`config.mk`:
```
export PLATFORM = sky130hd
export DESIGN_NAME = sorted_priority_queue_unit_flat
export DESIGN_NICKNAME = d
export VERILOG_FILES = /design/src/rtl/spq_pkg.sv /design/src/rtl/spq_req_if.sv /design/src/rtl/spq_rsp_if.sv /design/src/rtl/spq_datapath.sv /design/src/rtl/spq_controller.sv /design/src/rtl/sorted_priority_queue_unit.sv /design/src/flat_wrapper.sv
export SDC_FILE = /design/constraint.sdc
export NUM_CORES = 2
export LEC_CHECK = 0
export BUFFER_PORTS_ARGS = -buffer_cell sky130_fd_sc_hd__buf_2
export CAP_MARGIN = 0
export CELL_PAD_IN_SITES_DETAIL_PLACEMENT = 1
export CELL_PAD_IN_SITES_GLOBAL_PLACEMENT = 2
export CORE_ASPECT_RATIO = 1.4
export CORE_UTILIZATION = 30
export CTS_BUF_LIST = sky130_fd_sc_hd__clkbuf_4 sky130_fd_sc_hd__clkbuf_8
export DETAILED_ROUTE_END_ITERATION = 8
export PLACE_DENSITY = 0.55
export SLEW_MARGIN = 20
export SYNTH_ARGS = -nofsm -noshare
export SYNTH_HDL_FRONTEND = slang
export SYNTH_HIERARCHICAL = 1
export SYNTH_SLANG_ARGS = --single-unit
export TNS_END_PERCENT = 5
```
`constraint.sdc`:
```
create_clock -name clock -period 18.3 [get_ports clock]
set_clock_uncertainty 0.15 [all_clocks]
set_input_delay 0 -clock clock [delete_from_list [all_inputs] [get_ports clock]]
set_output_delay 0 -clock clock [all_outputs]
set_load 0.03 [all_outputs]
```
`src/rtl/spq_pkg.sv`:
```
`timescale 1ns / 1ps
// ----------------------------------------------------------------------------
// Sorted priority queue package
// Shared types and codes for the sorted priority queue controller, datapath,
// channel interfaces and checker.
// ----------------------------------------------------------------------------
package spq_pkg;

   localparam int ID_W    = 8;
   localparam int KEY_W   = 16;
   localparam int COUNT_W = 7;

   typedef enum logic [1:0] {
      STATUS_OK        = 2'd0,
      STATUS_OVERFLOW  = 2'd1,
      STATUS_EMPTY     = 2'd2,
      STATUS_NOT_FOUND = 2'd3
   } status_type;

   typedef enum logic {
      CMD_INSERT = 1'b0,
      CMD_DELETE = 1'b1
   } command_type;

   typedef enum logic [2:0] {
      ST_IDLE,
      ST_DISPATCH,
      ST_INS_SCAN,
      ST_INS_PLACE,
      ST_DEL_SCAN,
      ST_FINISH
   } state_type;

   typedef enum logic [2:0] {
      IDX_HOLD,
      IDX_LOAD_TOP,
      IDX_LOAD_ZERO,
      IDX_DEC,
      IDX_INC
   } idx_op_type;

   typedef enum logic [1:0] {
      WR_AT_UP,
      WR_AT_DOWN,
      WR_AT_ZERO
   } wr_sel_type;

   typedef struct packed {
      logic [ID_W-1:0]  id;
      logic [KEY_W-1:0] key;
   } entry_type;

   // Commands from the controller to the datapath.
   typedef struct packed {
      logic       capture;
      idx_op_type idx_op;
      logic       wr_en;
      wr_sel_type wr_sel;
      logic       wr_new;
      logic       cnt_inc;
      logic       cnt_dec;
      logic       set_status;
      status_type status_code;
      logic       set_found;
      logic       load_out;
   } dp_cmd_type;

   // Status from the datapath to the controller.
   typedef struct packed {
      logic is_delete;
      logic full;
      logic empty;
      logic key_gt;
      logic id_match;
      logic idx_zero;
      logic last;
      logic found;
      logic out_free;
   } dp_stat_type;

endpackage

```
`src/rtl/spq_req_if.sv`:
```
`timescale 1ns / 1ps
// ----------------------------------------------------------------------------
// Sorted priority queue request channel
// Valid/ready channel carrying one insert or delete command.
// ----------------------------------------------------------------------------
interface spq_req_if;
   import spq_pkg::*;

   logic              valid;
   logic              ready;
   logic              command;
   logic [ID_W-1:0]   entry_id;
   logic [KEY_W-1:0]  entry_key;

   modport source (output valid, output command, output entry_id, output entry_key,
                   input ready);
   modport sink   (input valid, input command, input entry_id, input entry_key,
                   output ready);
endinterface

```
`src/rtl/spq_rsp_if.sv`:
```
`timescale 1ns / 1ps
// ----------------------------------------------------------------------------
// Sorted priority queue response channel
// Valid/ready channel carrying the status, count and head of the queue.
// ----------------------------------------------------------------------------
interface spq_rsp_if;
   import spq_pkg::*;

   logic                valid;
   logic                ready;
   status_type          status;
   logic [COUNT_W-1:0]  entry_count;
   logic                head_valid;
   logic [ID_W-1:0]     head_id;
   logic [KEY_W-1:0]    head_key;

   modport source (output valid, output status, output entry_count, output head_valid,
                   output head_id, output head_key, input ready);
   modport sink   (input valid, input status, input entry_count, input head_valid,
                   input head_id, input head_key, output ready);
endinterface

```
`src/rtl/spq_datapath.sv`:
```
`timescale 1ns / 1ps
// ----------------------------------------------------------------------------
// Sorted priority queue datapath
// Slot memory, scan index, fill count, head copy and the response register.
// ----------------------------------------------------------------------------
module spq_datapath #(
   parameter int DEPTH = 64
) (
   input  logic                        clock,
   input  logic                        reset,
   input  logic                        req_command,
   input  logic [spq_pkg::ID_W-1:0]    req_entry_id,
   input  logic [spq_pkg::KEY_W-1:0]   req_entry_key,
   input  spq_pkg::dp_cmd_type         cmd,
   output spq_pkg::dp_stat_type        stat,
   input  logic                        rsp_ready,
   output logic                        rsp_valid,
   output spq_pkg::status_type         rsp_status,
   output logic [spq_pkg::COUNT_W-1:0] rsp_entry_count,
   output logic                        rsp_head_valid,
   output logic [spq_pkg::ID_W-1:0]    rsp_head_id,
   output logic [spq_pkg::KEY_W-1:0]   rsp_head_key
);
   import spq_pkg::*;

   localparam int AW = (DEPTH > 1) ? $clog2(DEPTH) : 1;
   localparam int CW = $clog2(DEPTH + 1);

   entry_type             slot_mem [DEPTH];
   entry_type             rd_data_ff;
   entry_type             item_ff, item_in;
   logic                  is_delete_ff, is_delete_in;
   logic [AW-1:0]         idx_ff, idx_in;
   logic [CW-1:0]         count_ff, count_in;
   entry_type             head_ff, head_in;
   logic                  found_ff, found_in;
   status_type            status_ff, status_in;
   logic                  rsp_valid_ff, rsp_valid_in;
   status_type            rsp_status_ff, rsp_status_in;
   logic [COUNT_W-1:0]    rsp_count_ff, rsp_count_in;
   logic                  rsp_head_valid_ff, rsp_head_valid_in;
   entry_type             rsp_head_ff, rsp_head_in;

   logic [AW-1:0]         rd_addr;
   logic [AW-1:0]         wr_addr;
   entry_type             wr_data;
   logic [CW+COUNT_W-1:0] count_wide;

   // Read address follows the index update so the registered read data
   // always belongs to the current index.
   always_comb begin
      case (cmd.idx_op)
         IDX_LOAD_TOP:  idx_in = AW'(count_ff - CW'(1));
         IDX_LOAD_ZERO: idx_in = '0;
         IDX_DEC:       idx_in = idx_ff - AW'(1);
         IDX_INC:       idx_in = idx_ff + AW'(1);
         default:       idx_in = idx_ff;
      endcase
      rd_addr = idx_in;
   end

   always_comb begin
      case (cmd.wr_sel)
         WR_AT_UP:   wr_addr = idx_ff + AW'(1);
         WR_AT_DOWN: wr_addr = idx_ff - AW'(1);
         default:    wr_addr = '0;
      endcase
      wr_data = cmd.wr_new ? item_ff : rd_data_ff;
   end

   always_ff @(posedge clock) begin
      if (cmd.wr_en) begin
         slot_mem[wr_addr] <= wr_data;
      end
      rd_data_ff <= slot_mem[rd_addr];
   end

   always_comb begin
      item_in      = cmd.capture ? entry_type'{id: req_entry_id, key: req_entry_key}
                                 : item_ff;
      is_delete_in = cmd.capture ? req_command : is_delete_ff;
      head_in      = (cmd.wr_en && wr_addr == '0) ? wr_data : head_ff;
      found_in     = cmd.capture ? 1'b0 : (found_ff | cmd.set_found);
      status_in    = cmd.set_status ? cmd.status_code : status_ff;

      count_in = count_ff;
      if (cmd.cnt_inc) begin
         count_in = count_ff + CW'(1);
      end else if (cmd.cnt_dec) begin
         count_in = count_ff - CW'(1);
      end

      // The reported count is the fill count reduced to the field width.
      count_wide        = {{COUNT_W{1'b0}}, count_ff};
      rsp_count_in      = cmd.load_out ? count_wide[COUNT_W-1:0] : rsp_count_ff;
      rsp_status_in     = cmd.load_out ? status_ff : rsp_status_ff;
      rsp_head_valid_in = cmd.load_out ? (count_ff != '0) : rsp_head_valid_ff;
      rsp_head_in       = rsp_head_ff;
      if (cmd.load_out) begin
         rsp_head_in = (count_ff != '0) ? head_ff : '0;
      end

      if (cmd.load_out) begin
         rsp_valid_in = 1'b1;
      end else if (rsp_ready) begin
         rsp_valid_in = 1'b0;
      end else begin
         rsp_valid_in = rsp_valid_ff;
      end
   end

   always_ff @(posedge clock) begin
      if (reset) begin
         count_ff     <= '0;
         rsp_valid_ff <= 1'b0;
      end else begin
         count_ff     <= count_in;
         rsp_valid_ff <= rsp_valid_in;
      end
   end

   always_ff @(posedge clock) begin
      item_ff           <= item_in;
      is_delete_ff      <= is_delete_in;
      idx_ff            <= idx_in;
      head_ff           <= head_in;
      found_ff          <= found_in;
      status_ff         <= status_in;
      rsp_status_ff     <= rsp_status_in;
      rsp_count_ff      <= rsp_count_in;
      rsp_head_valid_ff <= rsp_head_valid_in;
      rsp_head_ff       <= rsp_head_in;
   end

   always_comb begin
      stat.is_delete = is_delete_ff;
      stat.full      = (count_ff == CW'(DEPTH));
      stat.empty     = (count_ff == '0);
      stat.key_gt    = (rd_data_ff.key > item_ff.key);
      stat.id_match  = (rd_data_ff.id == item_ff.id);
      stat.idx_zero  = (idx_ff == '0);
      stat.last      = (CW'(idx_ff) == count_ff - CW'(1));
      stat.found     = found_ff;
      stat.out_free  = !rsp_valid_ff || rsp_ready;
   end

   assign rsp_valid       = rsp_valid_ff;
   assign rsp_status      = rsp_status_ff;
   assign rsp_entry_count = rsp_count_ff;
   assign rsp_head_valid  = rsp_head_valid_ff;
   assign rsp_head_id     = rsp_head_ff.id;
   assign rsp_head_key    = rsp_head_ff.key;

endmodule

```
`src/rtl/spq_controller.sv`:
```
`timescale 1ns / 1ps
// ----------------------------------------------------------------------------
// Sorted priority queue controller
// Sequences the insert scan-and-shift and the delete search-and-close passes.
// ----------------------------------------------------------------------------
module spq_controller (
   input  logic                  clock,
   input  logic                  reset,
   input  logic                  req_valid,
   output logic                  req_ready,
   input  spq_pkg::dp_stat_type  stat,
   output spq_pkg::dp_cmd_type   cmd
);
   import spq_pkg::*;

   state_type state_ff, state_in;

   always_ff @(posedge clock) begin
      if (reset) begin
         state_ff <= ST_IDLE;
      end else begin
         state_ff <= state_in;
      end
   end

   always_comb begin
      state_in = state_ff;
      case (state_ff)
         ST_IDLE: begin
            if (req_valid) begin
               state_in = ST_DISPATCH;
            end
         end
         ST_DISPATCH: begin
            if (stat.is_delete) begin
               state_in = stat.empty ? ST_FINISH : ST_DEL_SCAN;
            end else if (stat.full || stat.empty) begin
               state_in = ST_FINISH;
            end else begin
               state_in = ST_INS_SCAN;
            end
         end
         ST_INS_SCAN: begin
            if (!stat.key_gt) begin
               state_in = ST_FINISH;
            end else if (stat.idx_zero) begin
               state_in = ST_INS_PLACE;
            end
         end
         ST_INS_PLACE: state_in = ST_FINISH;
         ST_DEL_SCAN: begin
            if (stat.last) begin
               state_in = ST_FINISH;
            end
         end
         ST_FINISH: begin
            if (stat.out_free) begin
               state_in = ST_IDLE;
            end
         end
         default: state_in = ST_IDLE;
      endcase
   end

   always_comb begin
      req_ready = 1'b0;
      cmd       = '0;
      cmd.idx_op      = IDX_HOLD;
      cmd.wr_sel      = WR_AT_UP;
      cmd.status_code = STATUS_OK;
      case (state_ff)
         ST_IDLE: begin
            req_ready   = 1'b1;
            cmd.capture = req_valid;
         end
         ST_DISPATCH: begin
            cmd.set_status = 1'b1;
            if (stat.is_delete) begin
               if (stat.empty) begin
                  cmd.status_code = STATUS_EMPTY;
               end else begin
                  cmd.idx_op = IDX_LOAD_ZERO;
               end
            end else if (stat.full) begin
               cmd.status_code = STATUS_OVERFLOW;
            end else if (stat.empty) begin
               cmd.wr_en   = 1'b1;
               cmd.wr_sel  = WR_AT_ZERO;
               cmd.wr_new  = 1'b1;
               cmd.cnt_inc = 1'b1;
            end else begin
               cmd.idx_op = IDX_LOAD_TOP;
            end
         end
         ST_INS_SCAN: begin
            // Walk down from the top, moving larger keys up one slot until
            // the new entry's place is found.
            cmd.wr_en  = 1'b1;
            cmd.wr_sel = WR_AT_UP;
            if (stat.key_gt) begin
               if (!stat.idx_zero) begin
                  cmd.idx_op = IDX_DEC;
               end
            end else begin
               cmd.wr_new  = 1'b1;
               cmd.cnt_inc = 1'b1;
            end
         end
         ST_INS_PLACE: begin
            cmd.wr_en   = 1'b1;
            cmd.wr_sel  = WR_AT_ZERO;
            cmd.wr_new  = 1'b1;
            cmd.cnt_inc = 1'b1;
         end
         ST_DEL_SCAN: begin
            // Once the first match is seen, every later entry moves down one.
            if (stat.found) begin
               cmd.wr_en  = 1'b1;
               cmd.wr_sel = WR_AT_DOWN;
            end else if (stat.id_match) begin
               cmd.set_found = 1'b1;
            end
            if (stat.last) begin
               cmd.set_status = 1'b1;
               if (stat.found || stat.id_match) begin
                  cmd.cnt_dec = 1'b1;
               end else begin
                  cmd.status_code = STATUS_NOT_FOUND;
               end
            end else begin
               cmd.idx_op = IDX_INC;
            end
         end
         ST_FINISH: begin
            cmd.load_out = stat.out_free;
         end
         default: begin
            cmd.idx_op = IDX_HOLD;
         end
      endcase
   end

endmodule

```
`src/rtl/sorted_priority_queue_unit.sv`:
```
`timescale 1ns / 1ps
// From request transfer to response valid, an insert goes straight to the response
// when the queue is full or empty, and otherwise shifts each larger entry up one slot.
// A delete scans every entry, or goes straight to the response on an empty queue.
// Throughput: one command at a time; the next request can transfer as soon as the
// result is registered, and a stalled response holds the controller in place.
// Reset clears the count and the response valid; the slot memory is not cleared.
// ----------------------------------------------------------------------------
// Sorted priority queue unit
// Priority queue of entries held in a memory sorted by key, with insert by
// key and delete by id, reporting status, count and head on every command.
// ----------------------------------------------------------------------------
module sorted_priority_queue_unit #(
   parameter int DEPTH = 64
) (
   input  logic         clock,
   input  logic         reset,
   spq_req_if.sink      req_if,
   spq_rsp_if.source    rsp_if
);
   import spq_pkg::*;

   dp_cmd_type  cmd;
   dp_stat_type stat;

   spq_controller u_controller (
      .clock     (clock),
      .reset     (reset),
      .req_valid (req_if.valid),
      .req_ready (req_if.ready),
      .stat      (stat),
      .cmd       (cmd)
   );

   spq_datapath #(
      .DEPTH (DEPTH)
   ) u_datapath (
      .clock           (clock),
      .reset           (reset),
      .req_command     (req_if.command),
      .req_entry_id    (req_if.entry_id),
      .req_entry_key   (req_if.entry_key),
      .cmd             (cmd),
      .stat            (stat),
      .rsp_ready       (rsp_if.ready),
      .rsp_valid       (rsp_if.valid),
      .rsp_status      (rsp_if.status),
      .rsp_entry_count (rsp_if.entry_count),
      .rsp_head_valid  (rsp_if.head_valid),
      .rsp_head_id     (rsp_if.head_id),
      .rsp_head_key    (rsp_if.head_key)
   );

endmodule

```
`src/flat_wrapper.sv`:
```
// flat-port wrapper written by rule: the top's interface ports become plain ports
module sorted_priority_queue_unit_flat import spq_pkg::*;
#(
   parameter int DEPTH = 64
)
  (clock, reset, req_if_valid, req_if_command, req_if_entry_id, req_if_entry_key, req_if_ready, rsp_if_valid, rsp_if_status, rsp_if_entry_count, rsp_if_head_valid, rsp_if_head_id, rsp_if_head_key, rsp_if_ready);
  spq_req_if req_if_i ();
  spq_rsp_if rsp_if_i ();
  input  logic clock;
  input  logic reset;
  input wire logic [$bits(req_if_i.valid)-1:0] req_if_valid;
  input wire logic [$bits(req_if_i.command)-1:0] req_if_command;
  input wire logic [$bits(req_if_i.entry_id)-1:0] req_if_entry_id;
  input wire logic [$bits(req_if_i.entry_key)-1:0] req_if_entry_key;
  output wire logic [$bits(req_if_i.ready)-1:0] req_if_ready;
  output wire logic [$bits(rsp_if_i.valid)-1:0] rsp_if_valid;
  output wire logic [$bits(rsp_if_i.status)-1:0] rsp_if_status;
  output wire logic [$bits(rsp_if_i.entry_count)-1:0] rsp_if_entry_count;
  output wire logic [$bits(rsp_if_i.head_valid)-1:0] rsp_if_head_valid;
  output wire logic [$bits(rsp_if_i.head_id)-1:0] rsp_if_head_id;
  output wire logic [$bits(rsp_if_i.head_key)-1:0] rsp_if_head_key;
  input wire logic [$bits(rsp_if_i.ready)-1:0] rsp_if_ready;
  assign req_if_i.valid = req_if_valid;
  assign req_if_i.command = req_if_command;
  assign req_if_i.entry_id = req_if_entry_id;
  assign req_if_i.entry_key = req_if_entry_key;
  assign req_if_ready = req_if_i.ready;
  assign rsp_if_valid = rsp_if_i.valid;
  assign rsp_if_status = rsp_if_i.status;
  assign rsp_if_entry_count = rsp_if_i.entry_count;
  assign rsp_if_head_valid = rsp_if_i.head_valid;
  assign rsp_if_head_id = rsp_if_i.head_id;
  assign rsp_if_head_key = rsp_if_i.head_key;
  assign rsp_if_i.ready = rsp_if_ready;
  sorted_priority_queue_unit #(.DEPTH(DEPTH)) u_core (.clock(clock), .reset(reset), .req_if(req_if_i), .rsp_if(rsp_if_i));
endmodule
```
* Word level (Yosys, flattened, before mapping) *
Memory sizes are Yosys's and may differ from the RTL's. A register that Yosys moved wholly into a read port is not among the register bits.
Index checks and enable logic that the tools add are counted.

storage, ports and cells
  flip-flop bits (word level) = 103
  memory bits (writable) = 1,536
  bits of input ports = 29
  memories = 1

cells by class
  add/subtract/negate cells = 4
  order comparisons = 1
  equality and inequality tests = 17
  mux-type cells = 46
  bitwise gates (word level) = 1
  reduce and logical (&&, ||, !) cells = 14

memories
  name                        depth  bits a word  read ports  clocked after Yosys merged registers in  wr ports  RTL line            text
  u_core.u_datapath.slot_mem  64     24           1           1                                        1         spq_datapath.sv:29  entry_type slot_mem [DEPTH];

operator list
  kind                                                                number
  3-bit 2-to-1 mux                                                    11
  24-bit 2-to-1 mux                                                   1
  6-bit one-hot mux with 4 select lines                               1
  3-bit one-hot mux with 6 select lines                               1
  16-bit greater-than comparator                                      1
  1-bit 2-to-1 mux                                                    15
  7-bit 2-to-1 mux                                                    2
  3-bit by 2-bit == test with 1-bit output, second input constant     4
  6-bit logical NOT                                                   2
  2-bit 2-to-1 mux                                                    6
  3-bit one-hot mux with 4 select lines                               1
  6-bit one-hot mux with 2 select lines                               1
  5-bit 2-to-1 mux                                                    2
  3-bit == test, second input constant                                3
  3-bit one-hot mux with 3 select lines                               1
  8-bit == test                                                       1
  8-bit 2-to-1 mux                                                    1
  7-bit by 1-bit adder with 7-bit output, second input constant       1
  6-bit by 7-bit == test with 1-bit output                            1
  7-bit == test, second input constant                                1
  7-bit logical NOT                                                   1
  7-bit nonzero test                                                  1
  7-bit by 1-bit subtractor with 7-bit output, second input constant  1
  6-bit by 1-bit adder with 6-bit output, second input constant       1
  17 further kinds                                                    22

* Depth between registers and ports, before layout *
  depth in word-level cells = 9
  depth in mapped cells = 27
  mapped depth without buffers = 22

* Hierarchy *
Netlist, hierarchy kept.

by module, submodules not included
  module          times used  cells an instance  area an instance (um^2)  seq. area each (um^2)
  spq_datapath    1           4,687              65,310.1                 49,457.4
  spq_controller  1           59                 387.9                    60.1

* Worst setup path before layout *
Ideal clock, no wire load.

  path type = reg-to-reg
  start = register u_core/u_datapath/item_ff[3] (netlist bit)
  end = register u_core/u_datapath/head_ff[0] (netlist bit), data pin
  library setup time = 0.710 ns
  arrival = 4.883 ns
  required time = 17.440 ns
  path slack = 12.557 ns
  stages on the path, launching flop included = 19
  path buffers = 3
  period minus slack after synthesis = 5.743 ns
  cells stage by stage = edfxtp_1 inv_1 ha_1 nand3_1 o22ai_1 o21ai_0 nand2b_1 a21oi_1 nor2b_1 o21ai_0 a21oi_1 nor2b_1 nor2b_1 a31oi_1 nor2_1 buf_4 clkbuf_1 clkbuf_1 o21ai_0

RTL lines
  what                    RTL line             text
  from (decl)             spq_datapath.sv:31   entry_type item_ff, item_in;
  from (signal assigned)  spq_datapath.sv:123  item_ff <= item_in;
  to (signal assigned)    spq_datapath.sv:126  head_ff <= head_in;
  to (decl)               spq_datapath.sv:35   entry_type head_ff, head_in;

==> key figures <==
Status
  • Status: finished clean

Clocking
  • Clk sinks: 1,663
  • CTS root buffer: clkbuf_8
  • Deepest clock path buffer count: 4
  • Total CTS buffers: 280
  • CTS H-tree lvls: 5
  • Worst-skew pair later-pin latency: 0.93 ns
  • CTS tree: done
  • Clk slew on worst S/H paths: 0.07 ns

Drt
  • DRT antenna net count: 0
  • Residual DRC: 0
  • DR vias/cell: 5.23
  • Total wire length: 229 mm
  • Vias: 41,881
  • Drt first pass iters: 5
  • Routed WL per cell: 28.6 um
  • First-iteration detailed-routing DRC count: 2,847

Power
  • PwrDens: 199 nW/um2
  • Switching Share: 44.4%
  • Combinational share of power: 44.3%
  • Clock power frac: 21.2%
  • Leakage power: 24.0 nW
  • Seq pwr share: 34.5%
  • Total power: 15.0 mW
  • Psw: 6.67 mW
  • P_int: 8.36 mW
  • Peak VDD IR: 157 uV

Setup path
  • FF-to-FF path depth: 26
  • Crit start category: flop
  • Worst r2r dst: u_core/u_datapath/rd_data_ff[10]$_DFF_P_
  • Critical Path Fanout Max: 69
  • Critical path type: reg -> reg
  • Worst path arrival time: 9.14 ns
  • FF-to-FF setup slack: 9.86 ns
  • RR Startpoint: u_core/u_datapath/item_ff[1]$_DFFE_PP_
  • CP Capture Type: flop
  • CP required: 19.00 ns

Run
  • Max Cap Violations: 0

STA
  • Minimum clock period: 8.44 ns
  • Setup violators final: 0
  • Slew @ Worst Pin: 1.20 ns
  • Final Max Slew Viols: 0
  • Hold WS: 0.116 ns
  • Hold Violations, Final: 0
  • Worst Setup Slack, final: 9.86 ns
  • Slew headroom: 19.3%
  • Fmax: 119 MHz
  • RSZ-0062 raised after global routing: no
  • Fin crit share: 46.1%
  • Total Negative Setup Slacks: 0 ns

Hold path
  • WHS Endpoint: u_core/u_controller/state_ff[0]$_SDFFE_PP0P_
  • Hold Path Class: in -> reg
  • Hold Startpoint: req_if_valid
  • Hold Crit Depth: 6

Synthesis
  • Gate Count Post-Synth: 4,746
  • Ys flop type: edfxtp_1
  • Async SR Flop Fraction: 0%
  • Synth Cell Area: 65,700 um2
  • Synth top area share: 74.1%
  • Post-synth EDFFs: 1,621
  • Synth cell types: 68
  • Area leader, netlist: edfxtp_1
  • Top cells by area, synth: edfxtp_1 (74%), a21oi_1 (6.9%), nand2_1 (5.1%), a22oi_1 (3.0%), a221oi_1 (2.0%)
  • Seq/Total Area, Yosys: 75.4%
  • Yosys reg bits: 1,663
  • Syn. warnings: 6
  • Mean Syn Cell Area: 13.8 um2
  • Syn nets: 4,797

Floorplanning
  • IO Pins: 65
  • # rows: 202
  • Die area: 221,000 um2
  • Die H: 556 um
  • Initial Utilization: 30.3%
  • Die width: 398 um
  • Core area: 217,000 um2

Layout
  • Syn-to-layout area delta: 15.0%
  • Final instance area: 75,500 um2
  • Fraction of layout cells with a size suffix above 1: 15.1%
  • FILL cells: 22,869
  • Fin cells: 8,009
  • Fin util: 34.8%
  • Post-layout net count: 5,011

Placement
  • Placed cell area: 69,800 um2
  • Port bufs: 64
  • Gpl congestion: 0.773
  • Dpl ws: 9.71 ns
  • Dpl hpwl: 128 mm
  • Placed cells: 7,478

Global routing
  • GRT Total Usage: 20.4%
  • Total global routing overflow: 0
  • Initial antenna violation count: 14
  • First-pass GRT wire length: 326 mm
  • Largest net degree at the start of global routing: 177
  • Vias in the first global route: 43,882
==> repair_timing <==
item                      4_1_cts  5_1_grt
hold buffers                   55        0
setup buffers                   0        0
gates resized for setup         0        0
hold endpoints to repair       96        0
==> synth_stat cells, types with 2 or more instances <==
cell type	number
a21o_1	5
a21oi_1	912
a221oi_1	149
a221oi_2	20
a22oi_1	265
a31oi_1	5
and2_1	28
and3_1	29
buf_1	52
buf_12	2
buf_2	90
buf_4	3
buf_6	3
clkbuf_1	193
dfxtp_1	42
edfxtp_1	1621
ha_1	22
inv_1	29
inv_2	2
mux2_2	23
mux2i_1	3
nand2_1	891
nand2b_1	13
nand3_1	36
nand3b_1	3
nand4_1	7
nor2_1	99
nor2b_1	21
nor3_1	12
nor3b_1	6
nor4_1	26
o211ai_1	27
o21ai_0	36
o21bai_1	2
o31ai_1	3
o32ai_2	2
or3_1	4
or3_4	2
or4_4	2
xnor2_1	26
xor2_1	3
==> worst max-delay path: stages, from the launching register on <==
cell,delay [ns]
edfxtp_1,0.37
inv_1,0.06
ha_1,0.27
nand3_1,0.10
o22ai_1,0.13
o21ai_0,0.09
nand2b_1,0.07
a21oi_1,0.06
nor2b_1,0.11
o21ai_0,0.11
a21oi_1,0.70
nor2b_1,0.33
nand3_1,0.16
o21ai_1,0.12
buf_4,0.24
nand2b_1,0.14
a21oi_1,0.11
a21oi_4,0.24
buf_4,0.59
buf_4,0.80
buf_4,0.69
buf_4,0.74
a21oi_1,0.16
a22oi_1,0.23
a221oi_1,0.21
nor4_1,0.94
and3_1,0.29
==> sequential cells by signal, summed over array words and instances, names as in the netlist <==
signal	count
u_core/u_datapath/count_ff	7
u_core/u_datapath/rsp_valid	1
u_core/u_datapath/rsp_head_id	8
u_core/u_datapath/rsp_head_valid	1
u_core/u_datapath/rsp_status	2
u_core/u_datapath/idx_ff	6
u_core/u_datapath/found_ff	1
u_core/u_datapath/rd_data_ff	24
u_core/u_datapath/rsp_entry_count	7
u_core/u_datapath/rsp_head_key	16
u_core/u_datapath/head_ff	24
u_core/u_datapath/is_delete_ff	1
u_core/u_datapath/slot_mem	1536
u_core/u_controller/state_ff	3
u_core/u_datapath/status_ff	2
u_core/u_datapath/item_ff	24
==> routing by layer <==
metal	GRT usage [%]	vias to the layer above	part of all wire (%)
met1	25.7	22307	42
met5	0	-	0.0057
met4	5.56	2	2.3
met3	2.54	278	3.3
met2	36.6	811	52
li1	-	18483	-
==> how the worst max path moves through the flow <==
stage                                            from  slack, ns                                        to
5_1_grt        u_core/u_datapath/item_ff[2]$_DFFE_PP_       9.33  u_core/u_datapath/rd_data_ff[10]$_DFF_P_
3_3_place_gp   u_core/u_datapath/item_ff[3]$_DFFE_PP_       9.24   u_core/u_datapath/rd_data_ff[9]$_DFF_P_
2_1_floorplan  u_core/u_datapath/item_ff[3]$_DFFE_PP_      12.56    u_core/u_datapath/head_ff[0]$_DFFE_PP_
3_5_place_dp   u_core/u_datapath/item_ff[1]$_DFFE_PP_       9.71  u_core/u_datapath/rd_data_ff[10]$_DFF_P_
4_1_cts        u_core/u_datapath/item_ff[1]$_DFFE_PP_       9.70  u_core/u_datapath/rd_data_ff[10]$_DFF_P_
6_report       u_core/u_datapath/item_ff[1]$_DFFE_PP_       9.86  u_core/u_datapath/rd_data_ff[10]$_DFF_P_
==> power by group through the flow <==
stage               Clock, mW  Combinational, mW  Sequential [mW]
finish                   3.19               6.65             5.19
global route             3.43               7.22             5.20
CTS                      3.30               6.84             5.19
detailed placement          0               6.82             5.27
global placement            0               6.76             5.27
floorplan                   0               3.86             5.24
==> cells by family after synthesis <==
kind of cell | synth area share, %
flip-flops | 75.4
AND/OR/NAND/NOR | 7.56
AO/OA/AOI/OAI | 13.4
adder cells (fa/ha/maj) | 0.419
multiplexers | 0.440
buffers and inverters | 2.41
XOR/XNOR | 0.387
==> cell type report <==
type	count	area [um2]	area share, %
diodes	7	17.5	0.0232
clock buffers	385	4690	6.21
clock inverters	83	422	0.558
inverters	32	135	0.179
multi-input cells	2708	15000	19.9
flip-flops and latches	1663	49500	65.6
well taps	2856	3570	4.73
repair buffers	275	2120	2.81
==> cell usage in the layout, fill, tap and decap left out, drive strengths merged, types with 5 or more instances in the layout <==
cell type / instances
edfxtp: 1621
a21oi: 913
nand2: 891
clkbuf: 385
a22oi: 265
buf: 220
a221oi: 169
nor2: 99
clkinv: 69
dlygate4sd3: 55
dfxtp: 42
o21ai: 37
inv: 37
nand3: 36
and3: 29
and2: 28
o211ai: 27
xnor2: 26
nor4: 26
mux2: 23
ha: 22
nor2b: 21
nand2b: 13
nor3: 13
clkinvlp: 8
diode: 7
nand4: 7
nor3b: 7
a31oi: 6
or3: 6
a21o: 5
(Power assumes the default switching activity.)
